[src/design/psf_pkg.sv]
package psf_pkg;

  // Field and register widths that the pixel format fixes.
  localparam int BYTE_W         = 8;
  localparam int PIXEL_W        = 4 * BYTE_W;
  localparam int CFG_DATA_W     = 10;
  localparam int CFG_ADDR_W     = 1;
  localparam int ROW_WIDTH_RESET = 256;

  // Register indexes on the configuration port.
  localparam logic [CFG_ADDR_W-1:0] REG_FILTER_MODE = 1'd0;
  localparam logic [CFG_ADDR_W-1:0] REG_ROW_WIDTH   = 1'd1;

  // Filter type codes.
  localparam logic [BYTE_W-1:0] FILTER_SUB = 8'd1;
  localparam logic [BYTE_W-1:0] FILTER_UP  = 8'd2;

  // One input beat.
  typedef struct packed {
    logic [BYTE_W-1:0] red_in;
    logic [BYTE_W-1:0] green_in;
    logic [BYTE_W-1:0] blue_in;
    logic [BYTE_W-1:0] alpha_in;
    logic              last_in_image;
  } px_in_t;

  // One output beat.
  typedef struct packed {
    logic              row_type_valid;
    logic [BYTE_W-1:0] row_type_byte;
    logic [BYTE_W-1:0] red_out;
    logic [BYTE_W-1:0] green_out;
    logic [BYTE_W-1:0] blue_out;
    logic [BYTE_W-1:0] alpha_out;
    logic              row_end;
    logic              image_end;
  } px_out_t;

  // Per-pixel decisions handed from the row control to the filter pipe.
  typedef struct packed {
    logic              first_col;
    logic              use_sub;
    logic              use_up;
    logic              row_done;
    logic [BYTE_W-1:0] type_byte;
  } row_ctl_t;

endpackage

[src/design/psf_filter_pipe.sv]
module psf_filter_pipe
  import psf_pkg::*;
(
  input  logic               clk,
  input  logic               rst,
  input  logic               fire,
  input  logic [PIXEL_W-1:0] pixel,
  input  logic               last_in_image,
  input  logic [PIXEL_W-1:0] left_pixel,
  input  row_ctl_t           ctl,
  input  logic [PIXEL_W-1:0] prior_pixel,
  output logic               accept_ok,
  output logic               out_valid,
  input  logic               out_stall,
  output px_out_t            out_data
);

  logic               a_valid;
  logic [PIXEL_W-1:0] a_pixel;
  logic [PIXEL_W-1:0] a_left;
  logic               a_last;
  row_ctl_t           a_ctl;
  logic               b_advance;
  logic [PIXEL_W-1:0] ref_pixel;
  logic [PIXEL_W-1:0] result;

  // Bytewise difference, each lane wrapping modulo 256.
  function automatic logic [PIXEL_W-1:0] sub_bytes(input logic [PIXEL_W-1:0] x,
                                                   input logic [PIXEL_W-1:0] y);
    logic [PIXEL_W-1:0] r;
    for (int k = 0; k < 4; k++) begin
      r[k*BYTE_W +: BYTE_W] = x[k*BYTE_W +: BYTE_W] - y[k*BYTE_W +: BYTE_W];
    end
    return r;
  endfunction

  // Stage A moves on when the output register is empty or being drained.
  assign b_advance = !out_valid || !out_stall;
  assign accept_ok = !a_valid || b_advance;

  // Stage A: the pixel whose line-store entry is being read.
  always_ff @(posedge clk) begin
    if (rst) begin
      a_valid <= 1'b0;
    end else if (accept_ok) begin
      a_valid <= fire;
    end
  end

  always_ff @(posedge clk) begin
    if (fire) begin
      a_pixel <= pixel;
      a_left  <= left_pixel;
      a_last  <= last_in_image;
      a_ctl   <= ctl;
    end
  end

  // Filter arithmetic on the stage A pixel.
  always_comb begin
    ref_pixel = a_ctl.use_sub ? a_left : prior_pixel;
    if (a_ctl.use_sub || a_ctl.use_up) begin
      result = sub_bytes(a_pixel, ref_pixel);
    end else begin
      result = a_pixel;
    end
  end

  // Stage B: the output register.
  always_ff @(posedge clk) begin
    if (rst) begin
      out_valid <= 1'b0;
    end else if (b_advance) begin
      out_valid <= a_valid;
    end
  end

  always_ff @(posedge clk) begin
    if (b_advance && a_valid) begin
      out_data.row_type_valid <= a_ctl.first_col;
      out_data.row_type_byte  <= a_ctl.type_byte;
      out_data.red_out        <= result[0*BYTE_W +: BYTE_W];
      out_data.green_out      <= result[1*BYTE_W +: BYTE_W];
      out_data.blue_out       <= result[2*BYTE_W +: BYTE_W];
      out_data.alpha_out      <= result[3*BYTE_W +: BYTE_W];
      out_data.row_end        <= a_ctl.row_done;
      out_data.image_end      <= a_last;
    end
  end

endmodule

[config.mk]
export PLATFORM = sky130hd
export DESIGN_NAME = psf_filter_pipe
export DESIGN_NICKNAME = d
export VERILOG_FILES = /design/src/design/psf_pkg.sv /design/src/design/psf_filter_pipe.sv
export SDC_FILE = /design/constraint.sdc
export NUM_CORES = 1
export LEC_CHECK = 0
export BUFFER_PORTS_ARGS = -buffer_cell sky130_fd_sc_hd__buf_2
export CAP_MARGIN = 10
export CORE_MARGIN = 2
export CORE_UTILIZATION = 52
export CTS_CLUSTER_DIAMETER = 150
export CTS_CLUSTER_SIZE = 16
export DETAILED_ROUTE_END_ITERATION = 16
export GPL_TIMING_DRIVEN = 0
export PLACE_DENSITY = 0.85
export SLEW_MARGIN = 25
export SYNTH_ARGS = -nofsm -noshare
export SYNTH_HDL_FRONTEND = slang
export SYNTH_SLANG_ARGS = --single-unit
[constraint.sdc]
create_clock -name clk -period 6.3 [get_ports clk]
set_input_delay 1.26 -clock clk [delete_from_list [all_inputs] [get_ports clk]]
set_output_delay 1.26 -clock clk [all_outputs]
set_load 0.005 [all_outputs]
==> impl_metrics.json, run 1 <==
{
  "final_cell_area_sq_mm": 0.00718,
  "seqPwrFrac_pct": 43.1,
  "power_leakage_uw": 0.00306,
  "setup.worst_path.end_class": "register",
  "initial_core_util_pct": 53.7,
  "dpl_cell_area_sq_mm": 0.00659,
  "fin_nets": 717,
  "syn-num-nets": 538,
  "fp.dieH_um": 107,
  "fin_crit_ns": 3.91,
  "maxSlewViolCount": 0,
  "fill_cells": 728,
  "rows": 37,
  "drt_iter0_drc": 242,
  "io_pins": 158,
  "power.density_mw_per_mm2": 325,
  "vias": 3794,
  "ctsHoldBuffers": 0,
  "grt_antenna_before_repair": 1,
  "power.switching_uw": 553,
  "syn_inst": 392,
  "syn_area_sq_mm": 0.00555,
  "fin_crit_sh_pct": 62.1,
  "cts_tree": "built",
  "die-area_sq_mm": 0.0115,
  "synth_cell_types": 38,
  "path_max_fanout": 10,
  "grt_pass1_vias": 3893,
  "cts_inserted_buffers": 17,
  "utilization_pct": 69.6,
  "drv_cap": 0,
  "drc_errors": 0,
  "yosys-top-cells-area": "edfxtp_1, ha_1, mux2i_1",
  "comb_power_share_pct": 15.6,
  "intPower_uw": 1780,
  "grt_pass1_wl_um": 19300,
  "outcome": "completed",
  "critPathArrivalTime_ns": 4.30,
  "syn_area_per_cell_sq_um": 14.1,
  "wl_per_cell_um": 17.7,
  "max_slew_margin_pct": 54.9,
  "swShare_pct": 23.7,
  "gp_congestion": 0.874,
  "drt_first_pass_iters": 5,
  "grt_usage_pct": 23.3,
  "floorplan.die.width_um": 107,
  "required_ns": 6.69,
  "cts_resized": 0,
  "p_clk_share_pct": 41.3,
  "gr-total-overflow": 0,
  "fmax_mhz": 256,
  "cts.path.max_buffers": 2,
  "port-buffer-count": 157,
  "synth.yosys.seq_area_share_pct": 65.7,
  "viasPerCell": 5.26,
  "start_kind": "register",
  "crit_type": "reg2reg",
  "cts-root-buf": "clkbuf_8",
  "setup_viol": 0,
  "fin_ws_ns": 2.39,
  "ys_warn_count": 0,
  "clk_pin_slew_ns": 0.06,
  "ir_drop_v": 0.000231,
  "ant_nets": 0,
  "synth-edff-count": 120,
  "synth.top_cell.area_share_pct": 65.0,
  "hold_viol_final": 0,
  "synth_top_area_cell": "edfxtp_1",
  "finalClockSkew_ns": 0.00927,
  "hold_class": "reg2reg",
  "post_cts_buffers": 0,
  "drive_gt1_share_pct": 34.6,
  "synth-main-ff-cell": "edfxtp_1",
  "coreArea_sq_mm": 0.0103,
  "rsz0062_at_grt": "no",
  "area_delta_synth_final_pct": 29.5,
  "place_hpwl_um": 8990,
  "pre_cts_ws_ns": 2.45,
  "wl_um": 12700,
  "async_flop_share_pct": 0,
  "synth-seq-cells": 122,
  "insertion_delay_ns": 0.53,
  "htreeDepth": 4,
  "cts.sinks": 122,
  "tightest_slew_ns": 0.676,
  "grt_max_degree": 43
}
==> sequential cells by signal (all words and copies together) (netlist names) <==
signal	cells
a_last	1
out_data	43
a_valid	1
a_ctl	12
out_valid	1
a_pixel	32
a_left	32
==> through the flow <==
stage | cells | setup TNS [ns] | hold WS, ns | power (uW)
after global placement | 685 | -19.55 | 0.400 | 1360
final | 721 | 0 | 0.417 | 2340
after CTS | 720 | 0 | 0.419 | 2350
after global routing | 721 | 0 | 0.431 | 2430
after floorplan | 392 | 0 | 0.400 | 1240
after detailed placement | 688 | 0 | 0.407 | 1380
==> synth_stat cells (all sizes together), types with 2 or more instances <==
cell type	instances
o21ai	20
a311oi	2
nor3	2
clkbuf	7
o21bai	3
o31ai	3
edfxtp	120
xnor2	14
fa	4
mux2i	27
nand2b	9
nand2	33
dfxtp	2
a21o	10
inv	19
ha	29
a221oi	2
buf	4
nor2b	2
a21oi	27
nand3b	3
a211oi	4
xor2	5
and3	6
nor2	20
mux2	4
==> worst max-delay path: stages, from the launching register on <==
cell and delay, ns:
edfxtp_1 0.31, clkbuf_1 0.25, buf_2 0.26, buf_2 0.37, buf_2 0.45, mux2i_1 0.42, ha_1 0.30, nor2b_1 0.12
o21ai_0 0.24, a21oi_1 0.16, nor3_1 0.43, mux2i_1 0.24, o2111a_1 0.21
==> routing by layer <==
metal | part of all wire [%] | up-vias | GRT usage (%)
li1 | - | 1824 | -
met1 | 38 | 1800 | 25.4
met2 | 54 | 145 | 41.7
met3 | 5.6 | 25 | 6.36
met4 | 2.3 | 0 | 11.3
met5 | 0 | - | 0
==> final cells by class <==
| class | instances | area, sq um | area share, % |
|---|---|---|---|
| plain buffers | 11 | 46.3 | 0.645 |
| multi-input cells | 240 | 1800 | 25.0 |
| diodes | 1 | 2.50 | 0.0348 |
| well taps | 136 | 170 | 2.37 |
| inverters | 19 | 71.3 | 0.993 |
| flip-flops and latches | 122 | 3640 | 50.7 |
| clock inverters | 7 | 115 | 1.60 |
| clock buffers | 25 | 474 | 6.60 |
| repair buffers | 160 | 863 | 12.0 |
==> power by group through the flow <==
| stage | clock, uW | sequential [uW] | combinational, uW |
|---|---|---|---|
| 2_1_floorplan | 0 | 1020 | 221 |
| 3_3_place_gp | 0 | 1020 | 331 |
| 3_5_place_dp | 0 | 1020 | 358 |
| 4_1_cts | 979 | 1010 | 363 |
| 5_1_grt | 1010 | 1010 | 405 |
| 6_report | 965 | 1010 | 364 |
==> layout by cell type, fill, tap and decap left out, drive strengths merged, types with 5 or more instances in the layout <==
cell type and instances:
and3 6, mux2i 27, o21ai 20, a21o 10, xnor2 14, nor2 20
edfxtp 120, nand2b 9, a21oi 27, buf 164, inv 19, xor2 5
nand2 33, ha 29, clkbuf 32
==> path summary, 6_finish.rpt <==
| check | startpoint | to | slack, ns | cells past startpoint |
|---|---|---|---|---|
| worst max-delay path | a_ctl[10] | out_data[17] | 2.39 | 12 |
| worst min-delay path | a_ctl[8] | out_data[1] | 0.42 | 0 |
| worst max register to register | a_ctl[10] | out_data[17] | 2.39 | 12 |
| worst min register to register | a_ctl[8] | out_data[1] | 0.42 | 0 |
==> kinds of logic after synthesis <==
group                    share of synthesized area [%]
adder cells (fa/ha/maj)                           7.99
XOR/XNOR                                          3.00
AO/OA/AOI/OAI                                     8.73
multiplexers                                      5.69
flip-flops                                        65.7
buffers and inverters                             2.12
AND/OR/NAND/NOR                                   6.77
Note: power is estimated with default switching activity, not from simulation.
==> inputs of run 2 (changes only) <==
- ABC_AREA: not set -> 1
- CORE_UTILIZATION: 52 -> 53
- PLACE_DENSITY: 0.85 -> 0.86
- clock period: 6.3 -> 4.1 ns (I/O delays scaled with it)
==> impl_metrics.json, run 2 <==
{
  "initial_core_util_pct": 53.7,
  "hold_class": "reg2reg",
  "synth-edff-count": 120,
  "required_ns": 4.39,
  "wl_per_cell_um": 16.1,
  "fin_ws_ns": 1.57,
  "grt_pass1_wl_um": 20300,
  "grt_max_degree": 44,
  "finalClockSkew_ns": 0.00905,
  "cts.sinks": 122,
  "port-buffer-count": 157,
  "ctsHoldBuffers": 0,
  "instances_no_fill": 825,
  "grt_antenna_before_repair": 0,
  "syn_area_sq_mm": 0.00577,
  "synth-seq-cells": 122,
  "most-common-layout-cells": "nand2_1, buf_2, edfxtp_1, inv_1, ha_1",
  "yosys-top-cells-area": "edfxtp_1, nand2_1, ha_1",
  "cts_tree": "built",
  "fmax_mhz": 395,
  "syn_inst": 496,
  "start_kind": "register",
  "cts_resized": 0,
  "ant_nets": 0,
  "clk_pin_slew_ns": 0.06,
  "cts.path.max_buffers": 2,
  "utilization_pct": 68.5,
  "grt_pass1_vias": 4329,
  "fin_nets": 820,
  "ir_drop_v": 0.000301,
  "pre_cts_ws_ns": 1.62,
  "area_delta_synth_final_pct": 27.5,
  "async_flop_share_pct": 0,
  "crit_path_cell_trace": "buf_6, buf_8, buf_6, nand2_1, nand2_1, ha_1, inv_1, fa_1, nand3_1, nand2_1, or2_2, nand3_1, nand2_1",
  "fp.dieH_um": 108,
  "floorplan.die.width_um": 108,
  "place_hpwl_um": 9440,
  "fin_crit_ns": 2.53,
  "power.density_mw_per_mm2": 494,
  "layout_commonest_cell": "nand2_1",
  "power.total_uw": 3630,
  "drive_gt1_share_pct": 30.4,
  "yosys-top-cells-count": "nand2_1, edfxtp_1, inv_1",
  "syn-num-nets": 642,
  "drc_errors": 0,
  "rows": 38,
  "diodes": 0,
  "ys_warn_count": 0,
  "critPathArrivalTime_ns": 2.82,
  "gr-total-overflow": 0,
  "setup.worst_path.end_class": "register",
  "cts-root-buf": "clkbuf_8",
  "largest_register_ffs": 43,
  "dpl.cell_count": 795,
  "fin_crit_sh_pct": 61.7,
  "drt_iter0_drc": 265,
  "max_slew_margin_pct": 55.3,
  "maxSlewViolCount": 0,
  "synth.yosys.seq_area_share_pct": 63.1,
  "grt_usage_pct": 23.7,
  "power_leakage_uw": 0.00344,
  "cp_common_cell": "nand2_1",
  "reg.largest.list": "out_data: 43 flops, a_left: 32 flops, a_pixel: 32 flops",
  "slowest_stage": "fa_1",
  "rsz0062_at_grt": "no",
  "outcome": "completed",
  "synth_cell_types": 26,
  "yosysMostFrequentCell": "nand2_1",
  "setup_viol": 0,
  "drv_cap": 0,
  "path_max_fanout": 10,
  "die-area_sq_mm": 0.0117,
  "post_cts_buffers": 0,
  "synth_top_area_cell": "edfxtp_1",
  "htreeDepth": 4,
  "regMostFlops": "out_data",
  "wl_um": 13300,
  "synth.top_cell.area_share_pct": 62.4,
  "cts_inserted_buffers": 17,
  "vias": 4315,
  "syn_area_per_cell_sq_um": 11.6,
  "hold_viol_final": 0,
  "tightest_slew_ns": 0.669,
  "synth-main-ff-cell": "edfxtp_1",
  "gp_congestion": 0.837,
  "viasPerCell": 5.23,
  "crit_type": "reg2reg",
  "io_pins": 158,
  "critical-path-max-stage-delay_ns": 0.40,
  "drt_first_pass_iters": 7,
  "coreArea_sq_mm": 0.0107,
  "insertion_delay_ns": 0.53
}
## run 2: changes by cell type in the layout (fill, tap and decap cells not counted), moves of 5 or more
cell,change
nand3b_1,+5
inv_1,+28
a21o_1,-10
nand2_2,+5
clkbuf_1,-10
nor2_1,-11
nand3_1,+26
a21oi_1,-13
o21ai_0,-8
nand2b_1,-9
nand2_1,+132
xnor2_1,-8
## run 2: final timing paths
check,to,cells past startpoint,startpoint,slack (ns)
max reg2reg,out_data[22],13,a_ctl[10],1.57
min reg2reg,out_data[38],0,a_ctl[4],0.42
max,out_data[22],13,a_ctl[10],1.57
min,out_data[38],0,a_ctl[4],0.42
## run 2: cell type report
class | instances | area [sq um]
Sequential cell | 122 | 3640
Fill cell | 781 | 3390
Multi-Input combinational cell | 315 | 1850
Timing Repair Buffer | 159 | 828
Clock buffer | 19 | 422
Inverter | 49 | 191
Tap cell | 140 | 175
Clock inverter | 11 | 154
Buffer | 10 | 91.3
## run 2: per-layer routing
metal,GRT usage (%),up-vias,part of all wire (%)
met1,26.4,2020,38
met5,0,-,0
met3,6.69,37,7.9
met4,13.3,0,2.9
li1,-,2044,-
met2,40.9,214,51
## run 2: cell families after synthesis
kind of cell | Yosys count | synth area share (%)
AO/OA/AOI/OAI | 27 | 2.34
XOR/XNOR | 10 | 1.52
adder cells (fa/ha/maj) | 33 | 7.67
buffers and inverters | 59 | 4.90
flip-flops | 122 | 63.1
multiplexers | 24 | 4.16
AND/OR/NAND/NOR | 221 | 16.3
## run 2: power breakdown
group / internal (uW) / leakage (uW) / switching [uW]
Clock: 970 / 0.000288 / 517
Sequential: 1510 / 0.00117 / 38.9
Combinational: 251 / 0.00198 / 348
Total: 2730 / 0.00344 / 904
## run 2: metrics by stage
| step | TNS, ns | hold slack [ns] | area (sq um) |
|---|---|---|---|
| after floorplan | 0 | 0.400 | 5770 |
| after global placement | -11.05 | 0.405 | 6730 |
| after detailed placement | 0 | 0.409 | 6780 |
| after CTS | 0 | 0.422 | 7360 |
| after global routing | 0 | 0.429 | 7360 |
| final | 0 | 0.419 | 7360 |
## run 2: critical path: cells and delay by family, from the launching register on
| family | cells | cell delay [ns] |
|---|---|---|
| fa+ha+maj | 2 | 0.54 |
| simple gates | 7 | 0.78 |
| flops | 1 | 0.35 |
| buf+inv | 4 | 0.62 |
