File: src/design/psf_pkg.sv
package psf_pkg;

  // Field and register widths that the pixel format fixes.
  localparam int BYTE_W         = 8;
  localparam int PIXEL_W        = 4 * BYTE_W;
  localparam int CFG_DATA_W     = 10;
  localparam int CFG_ADDR_W     = 1;
  localparam int ROW_WIDTH_RESET = 256;

  // Register indexes on the configuration port.
  localparam logic [CFG_ADDR_W-1:0] REG_FILTER_MODE = 1'd0;
  localparam logic [CFG_ADDR_W-1:0] REG_ROW_WIDTH   = 1'd1;

  // Filter type codes.
  localparam logic [BYTE_W-1:0] FILTER_SUB = 8'd1;
  localparam logic [BYTE_W-1:0] FILTER_UP  = 8'd2;

  // One input beat.
  typedef struct packed {
    logic [BYTE_W-1:0] red_in;
    logic [BYTE_W-1:0] green_in;
    logic [BYTE_W-1:0] blue_in;
    logic [BYTE_W-1:0] alpha_in;
    logic              last_in_image;
  } px_in_t;

  // One output beat.
  typedef struct packed {
    logic              row_type_valid;
    logic [BYTE_W-1:0] row_type_byte;
    logic [BYTE_W-1:0] red_out;
    logic [BYTE_W-1:0] green_out;
    logic [BYTE_W-1:0] blue_out;
    logic [BYTE_W-1:0] alpha_out;
    logic              row_end;
    logic              image_end;
  } px_out_t;

  // Per-pixel decisions handed from the row control to the filter pipe.
  typedef struct packed {
    logic              first_col;
    logic              use_sub;
    logic              use_up;
    logic              row_done;
    logic [BYTE_W-1:0] type_byte;
  } row_ctl_t;

endpackage

File: src/design/psf_row_ctrl.sv
module psf_row_ctrl
  import psf_pkg::*;
#(
  parameter int MAX_ROW_PIXELS = 512,
  parameter int CW             = 9
) (
  input  logic                  clk,
  input  logic                  rst,
  input  logic                  cfg_we,
  input  logic [CFG_ADDR_W-1:0] cfg_addr,
  input  logic [CFG_DATA_W-1:0] cfg_data,
  input  logic                  fire,
  input  logic [PIXEL_W-1:0]    pixel,
  input  logic                  last_in_image,
  output logic [CW-1:0]         column,
  output logic [PIXEL_W-1:0]    left_pixel,
  output row_ctl_t              ctl
);

  localparam int WW = ($clog2(MAX_ROW_PIXELS + 1) > CFG_DATA_W) ?
                      $clog2(MAX_ROW_PIXELS + 1) : CFG_DATA_W;
  localparam int RESET_W = (MAX_ROW_PIXELS < ROW_WIDTH_RESET) ?
                           MAX_ROW_PIXELS : ROW_WIDTH_RESET;

  logic [BYTE_W-1:0] filter_mode;
  logic [CW-1:0]     last_col;
  logic [CW-1:0]     last_col_next;
  logic [WW-1:0]     width_wr;
  logic              first_row;

  // Clamp a written width into 1..MAX_ROW_PIXELS and keep its last column.
  always_comb begin
    width_wr = WW'(cfg_data);
    if (width_wr == '0) begin
      last_col_next = '0;
    end else if (width_wr > WW'(MAX_ROW_PIXELS)) begin
      last_col_next = CW'(MAX_ROW_PIXELS - 1);
    end else begin
      last_col_next = CW'(width_wr - WW'(1));
    end
  end

  // Configuration registers.
  always_ff @(posedge clk) begin
    if (rst) begin
      filter_mode <= '0;
      last_col    <= CW'(RESET_W - 1);
    end else if (cfg_we) begin
      unique case (cfg_addr)
        REG_FILTER_MODE: filter_mode <= cfg_data[BYTE_W-1:0];
        REG_ROW_WIDTH:   last_col    <= last_col_next;
        default: ;
      endcase
    end
  end

  // Decisions for the pixel now at the input.
  always_comb begin
    ctl.first_col = (column == '0);
    ctl.use_sub   = (filter_mode == FILTER_SUB) && !ctl.first_col;
    ctl.use_up    = (filter_mode == FILTER_UP) && !first_row;
    ctl.row_done  = last_in_image || (column >= last_col);
    ctl.type_byte = ctl.first_col ? filter_mode : '0;
  end

  // Column counter, first-row flag and left neighbor.
  always_ff @(posedge clk) begin
    if (rst) begin
      column     <= '0;
      first_row  <= 1'b1;
      left_pixel <= '0;
    end else if (fire) begin
      left_pixel <= pixel;
      if (ctl.row_done) begin
        column    <= '0;
        first_row <= last_in_image;
      end else begin
        column <= column + CW'(1);
      end
    end
  end

endmodule

File: config.mk
export PLATFORM = sky130hd
export DESIGN_NAME = psf_row_ctrl
export DESIGN_NICKNAME = d
export VERILOG_FILES = /design/src/design/psf_pkg.sv /design/src/design/psf_row_ctrl.sv
export SDC_FILE = /design/constraint.sdc
export NUM_CORES = 1
export LEC_CHECK = 0
export BUFFER_PORTS_ARGS = -buffer_cell sky130_fd_sc_hd__buf_2
export CORE_MARGIN = 2
export CORE_UTILIZATION = 31
export DETAILED_ROUTE_END_ITERATION = 10
export GPL_TIMING_DRIVEN = 1
export PLACE_DENSITY = 0.62
export SYNTH_ARGS = -nofsm -noshare
export SYNTH_HDL_FRONTEND = slang
export SYNTH_SLANG_ARGS = --single-unit
File: constraint.sdc
create_clock -name clk -period 3.68 [get_ports clk]
set_input_delay 0.368 -clock clk [delete_from_list [all_inputs] [get_ports clk]]
set_output_delay 0.368 -clock clk [all_outputs]
set_load 0.01 [all_outputs]
==> reports/qor.txt, run 1 <==
=================================================================================
Result of the run .................................................. finished clean
Total power per unit cell area .....................................   406 mW/mm²
Count of maximum capacitance violations ............................            0
Via-per-instance ratio .............................................         4.68
Arrival time of data at the critical path endpoint .................      2120 ps
Clock slew seen by the registers of the worst setup and hold paths .        70 ps
Sequential area share after synthesis ..............................        0.435
Inserted Clock Buffers .............................................            9
Maximum number of pins on one net before global-route repair .......           60
Maximum vdd drop ...................................................     0.262 mV
Critical path class ................................................ flip-flop to output port
Netlist cell types .................................................           37
Worst setup path start .............................................    column[2]
Sum of negative setup slack ........................................         0 ps
Number of primary I/O pins .........................................          101
Actual transition at the worst max-transition pin ..................      1090 ps
Antenna violations before repair ...................................            0
EDFF count, synth ..................................................            0
Part of the total power dissipated in combinational logic ..........        0.131
DRC Markers ........................................................            0
Number of setup buffers added after CTS ............................            0
Nature of the critical path startpoint .............................    flip-flop
Synth Flop Type ....................................................      dfxtp_1
Layout net count ...................................................          443
CTS root buf .......................................................     clkbuf_8
Final cycle utilization of the critical path .......................        0.676
Shortest period the worst path allows ..............................      2490 ps
Part of the total power dissipated in the clock network ............        0.380
Number of hold violations in the final report ......................            0
Setup clock skew after layout ......................................      5.71 ps
Via count of the routed design .....................................         2317
Total Routing Usage GR .............................................        0.138
Number of instances resized during post-cts repair .................            0
Reg power frac .....................................................        0.489
Unrepaired setup endpoints after global routing ....................        false
Core Footprint .....................................................  0.00859 mm²
Share of layout cells above drive strength 1 .......................        0.318
Clk_lat worst skew .................................................       330 ps
Die ar. ............................................................  0.00952 mm²
Final setup violation count ........................................            0
Number of buffers on the longest clock path ........................            2
Maximum achievable frequency .......................................    0.402 GHz
HPWL after detailed placement ......................................      4510 µm
Clock tree from TritonCTS ..........................................        built
Gp weighted congestion .............................................        0.779
Number of sinks driven by the clock tree ...........................           59
Rel. slew slack ....................................................        0.273
Hold_buf cts .......................................................            0
Vias in the first global route .....................................         2334
FF+latch count, synth ..............................................           59
Number of DRC markers after the initial detailed-route iteration ...           37
Post-synthesis average cell area ...................................     9.49 µm²
Internal power consumption .........................................    0.00105 W
Max FO, Critical Path ..............................................            8
First-pass GRT wire length .........................................     10600 µm
Row count ..........................................................           34
Critical path capture point type ...................................  output port
Number of cell instances on the worst register-to-register path ....            6
Share of flip-flops with an asynchronous set or reset ..............            0
Gate count of the mapped netlist ...................................          286
Initial Util .......................................................        0.316
P&R area growth vs syn .............................................        28.1%
Warnings from Yosys ................................................            0
Pins over their slew limit .........................................            0
Number of H-tree levels ............................................            3
Overall die height .................................................      97.6 µm
Data required, critical path .......................................      3310 ps
Antenna diode instance count .......................................            0
Switching share of total power .....................................        0.256
Critical path capture point ........................................       ctl[8]
Worst min path class ............................................... input port to flip-flop
Overflow left after global routing .................................            0
First-pass DRT Iterations ..........................................            4
Final WL ...........................................................      6240 µm
Number of filler cells placed in the layout ........................          891
Design area ........................................................  0.00348 mm²
Wire per inst ......................................................      12.6 µm
Setup slack of the worst register-to-register path .................      1640 ps
Net Count, Synth ...................................................          346
Quantity of I/O buffers inserted on ports ..........................          100
Worst r2r src ......................................................    column[2]
Capture instance of the worst register-to-register path ............    column[6]
Synthesized cell area ..............................................  0.00271 mm²
Switching Power ....................................................   0.000361 W
Die W ..............................................................      97.6 µm
Leakage power ......................................................      1.73 nW
Post-route antenna net violation count .............................            0
Post-DP Area .......................................................  0.00330 mm²
=================================================================================
metal layers:
metal | share of wire | vias up | track usage | wire length [µm]
met4 | 0.012 | 0 | 0.0566 | 78
li1 | - | 1176 | - | -
met5 | 0 | - | 0 | 0
met3 | 0.056 | 8 | 0.0432 | 352
met2 | 0.49 | 71 | 0.231 | 3040
met1 | 0.44 | 1062 | 0.163 | 2770
flip-flops by register name (all words and copies together), names as in the netlist:
register     count
column           9
filter_mode      8
first_row        1
last_col         9
left_pixel      32
synth_stat cells (2+ instances only):
| cell | n | area, µm² |
|---|---|---|
| o211ai_1 | 2 | 15.0 |
| xor2_1 | 5 | 43.8 |
| o21ai_0 | 3 | 15.0 |
| a211o_1 | 7 | 61.3 |
| nand2b_1 | 3 | 18.8 |
| nor2_1 | 51 | 191 |
| nor4_1 | 2 | 12.5 |
| nor4b_1 | 3 | 26.3 |
| inv_1 | 15 | 56.3 |
| buf_2 | 3 | 15.0 |
| ha_1 | 12 | 150 |
| dfxtp_1 | 59 | 1180 |
| nor3_1 | 7 | 35.0 |
| a21oi_1 | 13 | 65.1 |
| and2_1 | 8 | 50.1 |
| mux2i_1 | 40 | 400 |
| nand4_1 | 4 | 25.0 |
| nand2_1 | 10 | 37.5 |
| nor2b_1 | 2 | 12.5 |
| and3_1 | 2 | 12.5 |
| clkbuf_1 | 12 | 45.0 |
| a211oi_1 | 2 | 15.0 |
| xnor2_1 | 7 | 61.3 |
power groups by stage:
| stage | Clock, W | Combinational, W | Sequential (W) |
|---|---|---|---|
| global placement | 0 | 0.000184 | 0.000703 |
| CTS | 0.000557 | 0.000188 | 0.000690 |
| floorplan | 0 | 0.000101 | 0.000712 |
| finish | 0.000537 | 0.000185 | 0.000690 |
| detailed placement | 0 | 0.000188 | 0.000704 |
| global route | 0.000588 | 0.000208 | 0.000695 |
how the worst min path moves through the flow:
stage	from	to	slack (ps)	cells past startpoint
global placement	last_col[4]	last_col[4]	450	1
detailed placement	last_col[7]	last_col[7]	450	1
global route	pixel[27]	left_pixel[27]	260	3
finish	pixel[0]	left_pixel[0]	270	3
CTS	pixel[13]	left_pixel[13]	250	3
floorplan	last_col[7]	last_col[7]	440	1
critical path, cell delays in order (launching register included):
cell	delay, ps
dfxtp_1	440
ha_1	280
a211oi_1	230
nor2_1	90
a2111oi_4	490
nand2_1	100
buf_2	160
metrics by stage:
step / worst slack (ps) / utilization / power (W) / hold slack [ps] / cells
2_1_floorplan: 1680 / - / 0.000813 / 435 / 286
3_3_place_gp: 1560 / 0.384 / 0.000886 / 448 / 480
3_5_place_dp: 1570 / 0.384 / 0.000892 / 454 / 480
4_1_cts: 1180 / 0.404 / 0.00144 / 250 / 495
5_1_grt: 1020 / 0.404 / 0.00149 / 257 / 495
6_report: 1190 / 0.404 / 0.00141 / 271 / 495
layout make-up:
cell class,count,area [µm²],share of cell area
Timing Repair Buffer,101,508,0.146
Inverter,15,56.3,0.0162
Sequential cell,59,1180,0.340
Tap cell,108,135,0.0389
Multi-Input combinational cell,197,1420,0.407
Clock buffer,13,169,0.0486
Clock inverter,2,10.0,0.00288
kinds of logic after synthesis:
logic type	count (synthesis)	share of synthesized area
AO/OA/AOI/OAI	33	0.0941
XOR/XNOR	12	0.0387
adder cells (fa/ha/maj)	12	0.0553
buffers and inverters	30	0.0429
flip-flops	59	0.435
multiplexers	40	0.148
AND/OR/NAND/NOR	100	0.186
cells in the final DEF (no fill, tap or decap), types with 2 or more instances in the layout:
cell	instances
o21ai_0	3
and3_1	2
dfxtp_1	59
nor3_1	7
nor2b_1	2
buf_2	100
o211ai_1	2
a211oi_1	2
nor4_1	2
xor2_1	5
a211o_1	7
nor2_1	51
mux2i_1	40
a21oi_1	13
nand2_1	10
and2_1	8
xnor2_1	7
inv_1	15
nand2b_1	3
clkinv_2	2
clkbuf_8	12
ha_1	12
nor4b_1	3
nand4_1	4
(Power assumes the default switching activity.)
==> inputs of run 2 (changes only) <==
- clock period: 3.68 -> 2.3 ns (I/O delays scaled with it)
==> run 2 against run 1 <==
Against the previous run: sequential power increased by 59%; register-to-register slack got worse by 1300 ps; critical path depth is 1 lower; wire length increased by 1.9%; total power grew 53%; hold slack lost 140 ps; flip-flop and latch count stayed put; clock skew rose by 2.1 ps; utilization is 0.16 points higher; final cell count increased by 1.0%; worst setup slack got worse by 1100 ps; count of clock-buffer cells in the layout decreased by 3.
==> reports/qor.txt, run 2 (synthesis gave the netlist of run 1 again) <==
=================================================================================
Number of H-tree levels ............................................            3
Vias in the first global route .....................................         2313
Rel. slew slack ....................................................        0.599
Core Footprint .....................................................  0.00859 mm²
Worst Hold Path Cells ..............................................            3
Overflow left after global routing .................................            0
Min Hold Slack .....................................................       134 ps
Clock slew seen by the registers of the worst setup and hold paths .        60 ps
Row count ..........................................................           34
Most common cell after layout, fill and taps aside .................        buf_2
Top library cells by usage in the layout, fill and taps aside ...... 100 x buf_2, 59 x dfxtp_1, 51 x nor2_1
Part of the total power dissipated in the clock network ............        0.349
Die W ..............................................................      97.6 µm
Actual transition at the worst max-transition pin ..................       602 ps
Via-per-instance ratio .............................................         4.71
First-pass GRT wire length .........................................     10500 µm
Total Routing Usage GR .............................................        0.135
CTS root buf .......................................................     clkbuf_8
Maximum number of pins on one net before global-route repair .......           60
Largest registers .................................................. left_pixel x32, column x9, last_col x9
Sum of negative setup slack ........................................         0 ps
HPWL after detailed placement ......................................      4500 µm
Max FFs per register ...............................................           32
Antenna diode instance count .......................................            0
Nature of the critical path startpoint .............................    flip-flop
Arrival time of data at the critical path endpoint .................      1930 ps
Count of maximum capacitance violations ............................            0
Most flops, register ...............................................   left_pixel
First-pass DRT Iterations ..........................................            4
Clock tree from TritonCTS ..........................................        built
Max FO, Critical Path ..............................................            6
Number of hold violations in the final report ......................            0
Internal power consumption .........................................    0.00159 W
Wire per inst ......................................................      12.7 µm
Antenna violations before repair ...................................            0
Worst slack at placement ...........................................       286 ps
Initial Util .......................................................        0.316
DRC Markers ........................................................            0
Reg power frac .....................................................        0.512
Critical path class ................................................ flip-flop to output port
Shortest period the worst path allows ..............................      2160 ps
Number of buffers on the longest clock path ........................            2
Number of sinks driven by the clock tree ...........................           59
Maximum achievable frequency .......................................    0.463 GHz
Gp weighted congestion .............................................        0.794
Number of primary I/O pins .........................................          101
Layout net count ...................................................          449
Clk_lat worst skew .................................................       330 ps
Slack of the critical path .........................................       138 ps
Result of the run .................................................. finished clean
Switching Power ....................................................   0.000572 W
Post-Route Utilization .............................................        0.406
Final cycle utilization of the critical path .......................        0.940
Hold_buf cts .......................................................            0
Total power per unit cell area .....................................   619 mW/mm²
Via count of the routed design .....................................         2354
Quantity of I/O buffers inserted on ports ..........................          100
Post-route antenna net violation count .............................            0
Switching share of total power .....................................        0.265
Die ar. ............................................................  0.00952 mm²
Data required, critical path .......................................      2070 ps
Critical path capture point type ...................................  output port
Inserted Clock Buffers .............................................            9
Maximum vdd drop ...................................................     0.286 mV
P&R area growth vs syn .............................................        28.6%
Final setup violation count ........................................            0
Worst min path class ............................................... input port to flip-flop
Pins over their slew limit .........................................            0
Part of the total power dissipated in combinational logic ..........        0.139
Setup clock skew after layout ......................................      7.85 ps
Final WL ...........................................................      6360 µm
Number of cell instances on the worst register-to-register path ....            6
Number of DRC markers after the initial detailed-route iteration ...           43
Overall die height .................................................      97.6 µm
Share of layout cells above drive strength 1 .......................        0.327
Unrepaired setup endpoints after global routing ....................        false
Leakage power ......................................................      1.75 nW
Number of filler cells placed in the layout ........................          895
=================================================================================
-- run 2: cell types whose count changed in the layout (fill, tap and decap cells not counted), sizes merged --
cell    before  now
clkbuf      13   10
clkinv       2    4
buf        101  107
-- run 2: power groups by stage --
stage | sequential [W] | combinational [W] | clock, W
after global routing | 0.00111 | 0.000337 | 0.000839
final | 0.00110 | 0.000300 | 0.000754
after detailed placement | 0.00113 | 0.000303 | 0
after global placement | 0.00112 | 0.000295 | 0
after floorplan | 0.00114 | 0.000162 | 0
after CTS | 0.00110 | 0.000305 | 0.000793
-- run 2: what timing repair did --
| action | in CTS | in global routing |
|---|---|---|
| setup endpoints to repair | 1 | 1 |
| pin swaps | 1 | 2 |
| hold endpoints to repair | 0 | 0 |
| gates resized for setup | 0 | 0 |
| buffers inserted | 1 | 2 |
-- run 2: path summary, 6_finish.rpt --
path	startpoint	endpoint	slack (ps)
hold / removal	pixel[29]	left_pixel[29]	130
hold reg to reg	last_col[7]	last_col[7]	460
setup reg to reg	column[6]	column[6]	350
setup / recovery	column[6]	ctl[8]	140
-- run 2: per-layer routing --
layer / track usage / wire, µm / vias up
li1: - / - / 1189
met1: 0.153 / 2800 / 1089
met2: 0.223 / 3030 / 66
met3: 0.0604 / 429 / 10
met4: 0.0502 / 98 / 0
met5: 0 / 0 / -
-- run 2: layout make-up --
type,count,area (µm²),area share
Sequential cell,59,1180,0.338
Inverter,15,56.3,0.0161
Timing Repair Buffer,107,553,0.158
Tap cell,108,135,0.0387
Clock buffer,10,128,0.0366
Multi-Input combinational cell,197,1420,0.406
Clock inverter,4,20.0,0.00574
-- run 2: through the flow --
step / total power, W / area, µm² / std cells
floorplan: 0.00130 / 2710 / 286
global placement: 0.00142 / 3320 / 483
detailed placement: 0.00143 / 3320 / 483
CTS: 0.00220 / 3470 / 498
global route: 0.00229 / 3490 / 500
finish: 0.00216 / 3490 / 500
-- run 2: critical path, cell delays in order, from the launching register on --
cell       delay [ps]
dfxtp_1           450
ha_1              280
and4_1            240
a2111oi_4         390
nand2_1           100
buf_2             140
==> inputs of run 3 (changes only) <==
- CORE_UTILIZATION: 31 -> 49
- PLACE_DENSITY: 0.62 -> 0.87
==> run 3 against run 2 <==
Against the previous run: critical path depth rose by 2; clock skew barely moved; final area rose by 0.18%; worst setup slack got worse by 40 ps; sequential share of layout area fell by 0.061 points; count of clock-buffer cells in the layout rose by 3; first-iteration DRC count rose by 150%; wire length fell by 3.6%; final cell count fell by 7.0%; critical path type unchanged; critical endpoint unchanged; largest cell class unchanged; highest routed layer unchanged.
==> reports/qor.txt, run 3 (synthesis gave the netlist of run 1 again) <==
=================================================================================
Worst min path class ............................................... input port to flip-flop
Hold_buf cts .......................................................            0
Post-route antenna net violation count .............................            0
Die W ..............................................................      78.4 µm
CTS root buf .......................................................     clkbuf_8
Number of hold violations in the final report ......................            0
Most flops, register ...............................................   left_pixel
Total Routing Usage GR .............................................        0.207
Maximum number of pins on one net before global-route repair .......           34
Cell Chain, Critical Path .......................................... inv_1, ha_1, a211oi_2, nor2_1, a2111oi_4, nand2_1, buf_2
Final setup violation count ........................................            0
Overflow left after global routing .................................            0
Antenna violations before repair ...................................            0
Max FFs per register ...............................................           32
Nature of the critical path startpoint .............................    flip-flop
Max FO, Critical Path ..............................................            3
Worst setup path start .............................................  last_col[2]
Arrival time of data at the critical path endpoint .................      1970 ps
Share of layout cells above drive strength 1 .......................        0.328
Maximum vdd drop ...................................................     0.462 mV
Clk_lat worst skew .................................................       330 ps
First-pass GRT wire length .........................................     10200 µm
Clock tree from TritonCTS ..........................................        built
Clock slew seen by the registers of the worst setup and hold paths .        60 ps
Rel. slew slack ....................................................        0.650
Largest registers .................................................. left_pixel x32, column x9, last_col x9
Critical path capture point type ...................................  output port
First-pass DRT Iterations ..........................................            4
Setup clock skew after layout ......................................      7.62 ps
Worst slack at placement ...........................................       330 ps
Pins over their slew limit .........................................            0
Count of maximum capacitance violations ............................            0
Most common cell after layout, fill and taps aside .................        buf_2
Vias in the first global route .....................................         2369
Critical path capture point ........................................       ctl[8]
Setup slack of the worst register-to-register path .................       330 ps
Area of combinational cells with multiple inputs ...................  0.00142 mm²
Wire per inst ......................................................      13.2 µm
HPWL after detailed placement ......................................      4500 µm
Register area ......................................................  0.00118 mm²
Slack of the critical path .........................................      98.1 ps
Core Footprint .....................................................  0.00544 mm²
Worst r2r src ......................................................  last_col[2]
DRC Markers ........................................................            0
Quantity of I/O buffers inserted on ports ..........................          100
Top library cells by usage in the layout, fill and taps aside ...... 100 x buf_2, 59 x dfxtp_1, 51 x nor2_1
Gp weighted congestion .............................................        0.802
Maximum achievable frequency .......................................    0.454 GHz
Final WL ...........................................................      6130 µm
Antenna diode instance count .......................................            0
Number of primary I/O pins .........................................          101
Shortest period the worst path allows ..............................      2200 ps
Inserted Clock Buffers .............................................            9
Slowest stage delay, CP ............................................       360 ps
Total power per unit cell area .....................................   669 mW/mm²
Capture instance of the worst register-to-register path ............    column[6]
Number of filler cells placed in the layout ........................          449
Die ar. ............................................................  0.00615 mm²
Overall die height .................................................      78.4 µm
Critical Path Slowest Stage Cell ...................................    a2111oi_4
Result of the run .................................................. finished clean
Via-per-instance ratio .............................................         5.09
Via count of the routed design .....................................         2368
Layout net count ...................................................          449
P&R area growth vs syn .............................................        28.8%
Row count ..........................................................           27
Number of cell instances on the worst register-to-register path ....            8
Number of sinks driven by the clock tree ...........................           59
Sum of negative setup slack ........................................         0 ps
Number of buffers on the longest clock path ........................            2
Initial Util .......................................................        0.499
Actual transition at the worst max-transition pin ..................       525 ps
Number of H-tree levels ............................................            3
Number of DRC markers after the initial detailed-route iteration ...          107
Critical path class ................................................ flip-flop to output port
Leakage power ......................................................      1.77 nW
Final cycle utilization of the critical path .......................        0.957
Data required, critical path .......................................      2070 ps
=================================================================================
[run 3: stage by stage]
step | util | cell area (µm²) | std cells | hold WS, ps | total power, W
5_1_grt | 0.643 | 3500 | 465 | 136 | 0.00244
2_1_floorplan | - | 2710 | 286 | 356 | 0.00130
3_5_place_dp | 0.603 | 3280 | 448 | 454 | 0.00143
4_1_cts | 0.639 | 3480 | 463 | 130 | 0.00236
6_report | 0.643 | 3500 | 465 | 140 | 0.00234
3_3_place_gp | 0.603 | 3280 | 448 | 446 | 0.00142
[run 3: layer usage]
metal | global-route usage | routed length (µm) | vias to the layer above
met5 | 0 | 0 | -
met4 | 0.102 | 157 | 0
met3 | 0.0644 | 480 | 15
met2 | 0.356 | 2900 | 87
met1 | 0.233 | 2590 | 1082
li1 | - | - | 1184
[run 3: worst min path at each step]
stage / from / to / slack (ps) / cells after the start
final: pixel[17] / left_pixel[17] / 140 / 3
after detailed placement: last_col[4] / last_col[4] / 450 / 1
after global placement: last_col[7] / last_col[7] / 450 / 1
after floorplan: last_in_image / first_row / 360 / 2
after global routing: pixel[1] / left_pixel[1] / 140 / 3
after CTS: pixel[17] / left_pixel[17] / 130 / 3
[run 3: final cells by class]
cell class | instances | share of cell area
inverter | 15 | 0.0161
sequential | 59 | 0.338
timing repair buffer | 107 | 0.158
multi-input combinational | 197 | 0.407
clock buffer | 13 | 0.0455
clock inverter | 2 | 0.0100
tap | 72 | 0.0258
[run 3: power breakdown]
group / internal (W) / switching, W / total (W)
Sequential: 0.00108 / 0.0000301 / 0.00111
Combinational: 0.000143 / 0.000161 / 0.000304
Clock: 0.000553 / 0.000377 / 0.000930
Total: 0.00177 / 0.000568 / 0.00234
[run 3: critical path: cells and delay by family (launching register included)]
kind	cells	cell delay, ps
flip-flops	1	340
AND/OR/NAND/NOR	2	200
buffers and inverters	2	210
AO/OA/AOI/OAI	2	610
adder cells (fa/ha/maj)	1	300
[run 3: repair_timing]
item / 4_1_cts / 5_1_grt
setup endpoints to repair: 1 / 1
gates resized for setup: 0 / 1
gates cloned: 0 / 0
pin swaps: 1 / 1
buffers inserted: 0 / 2
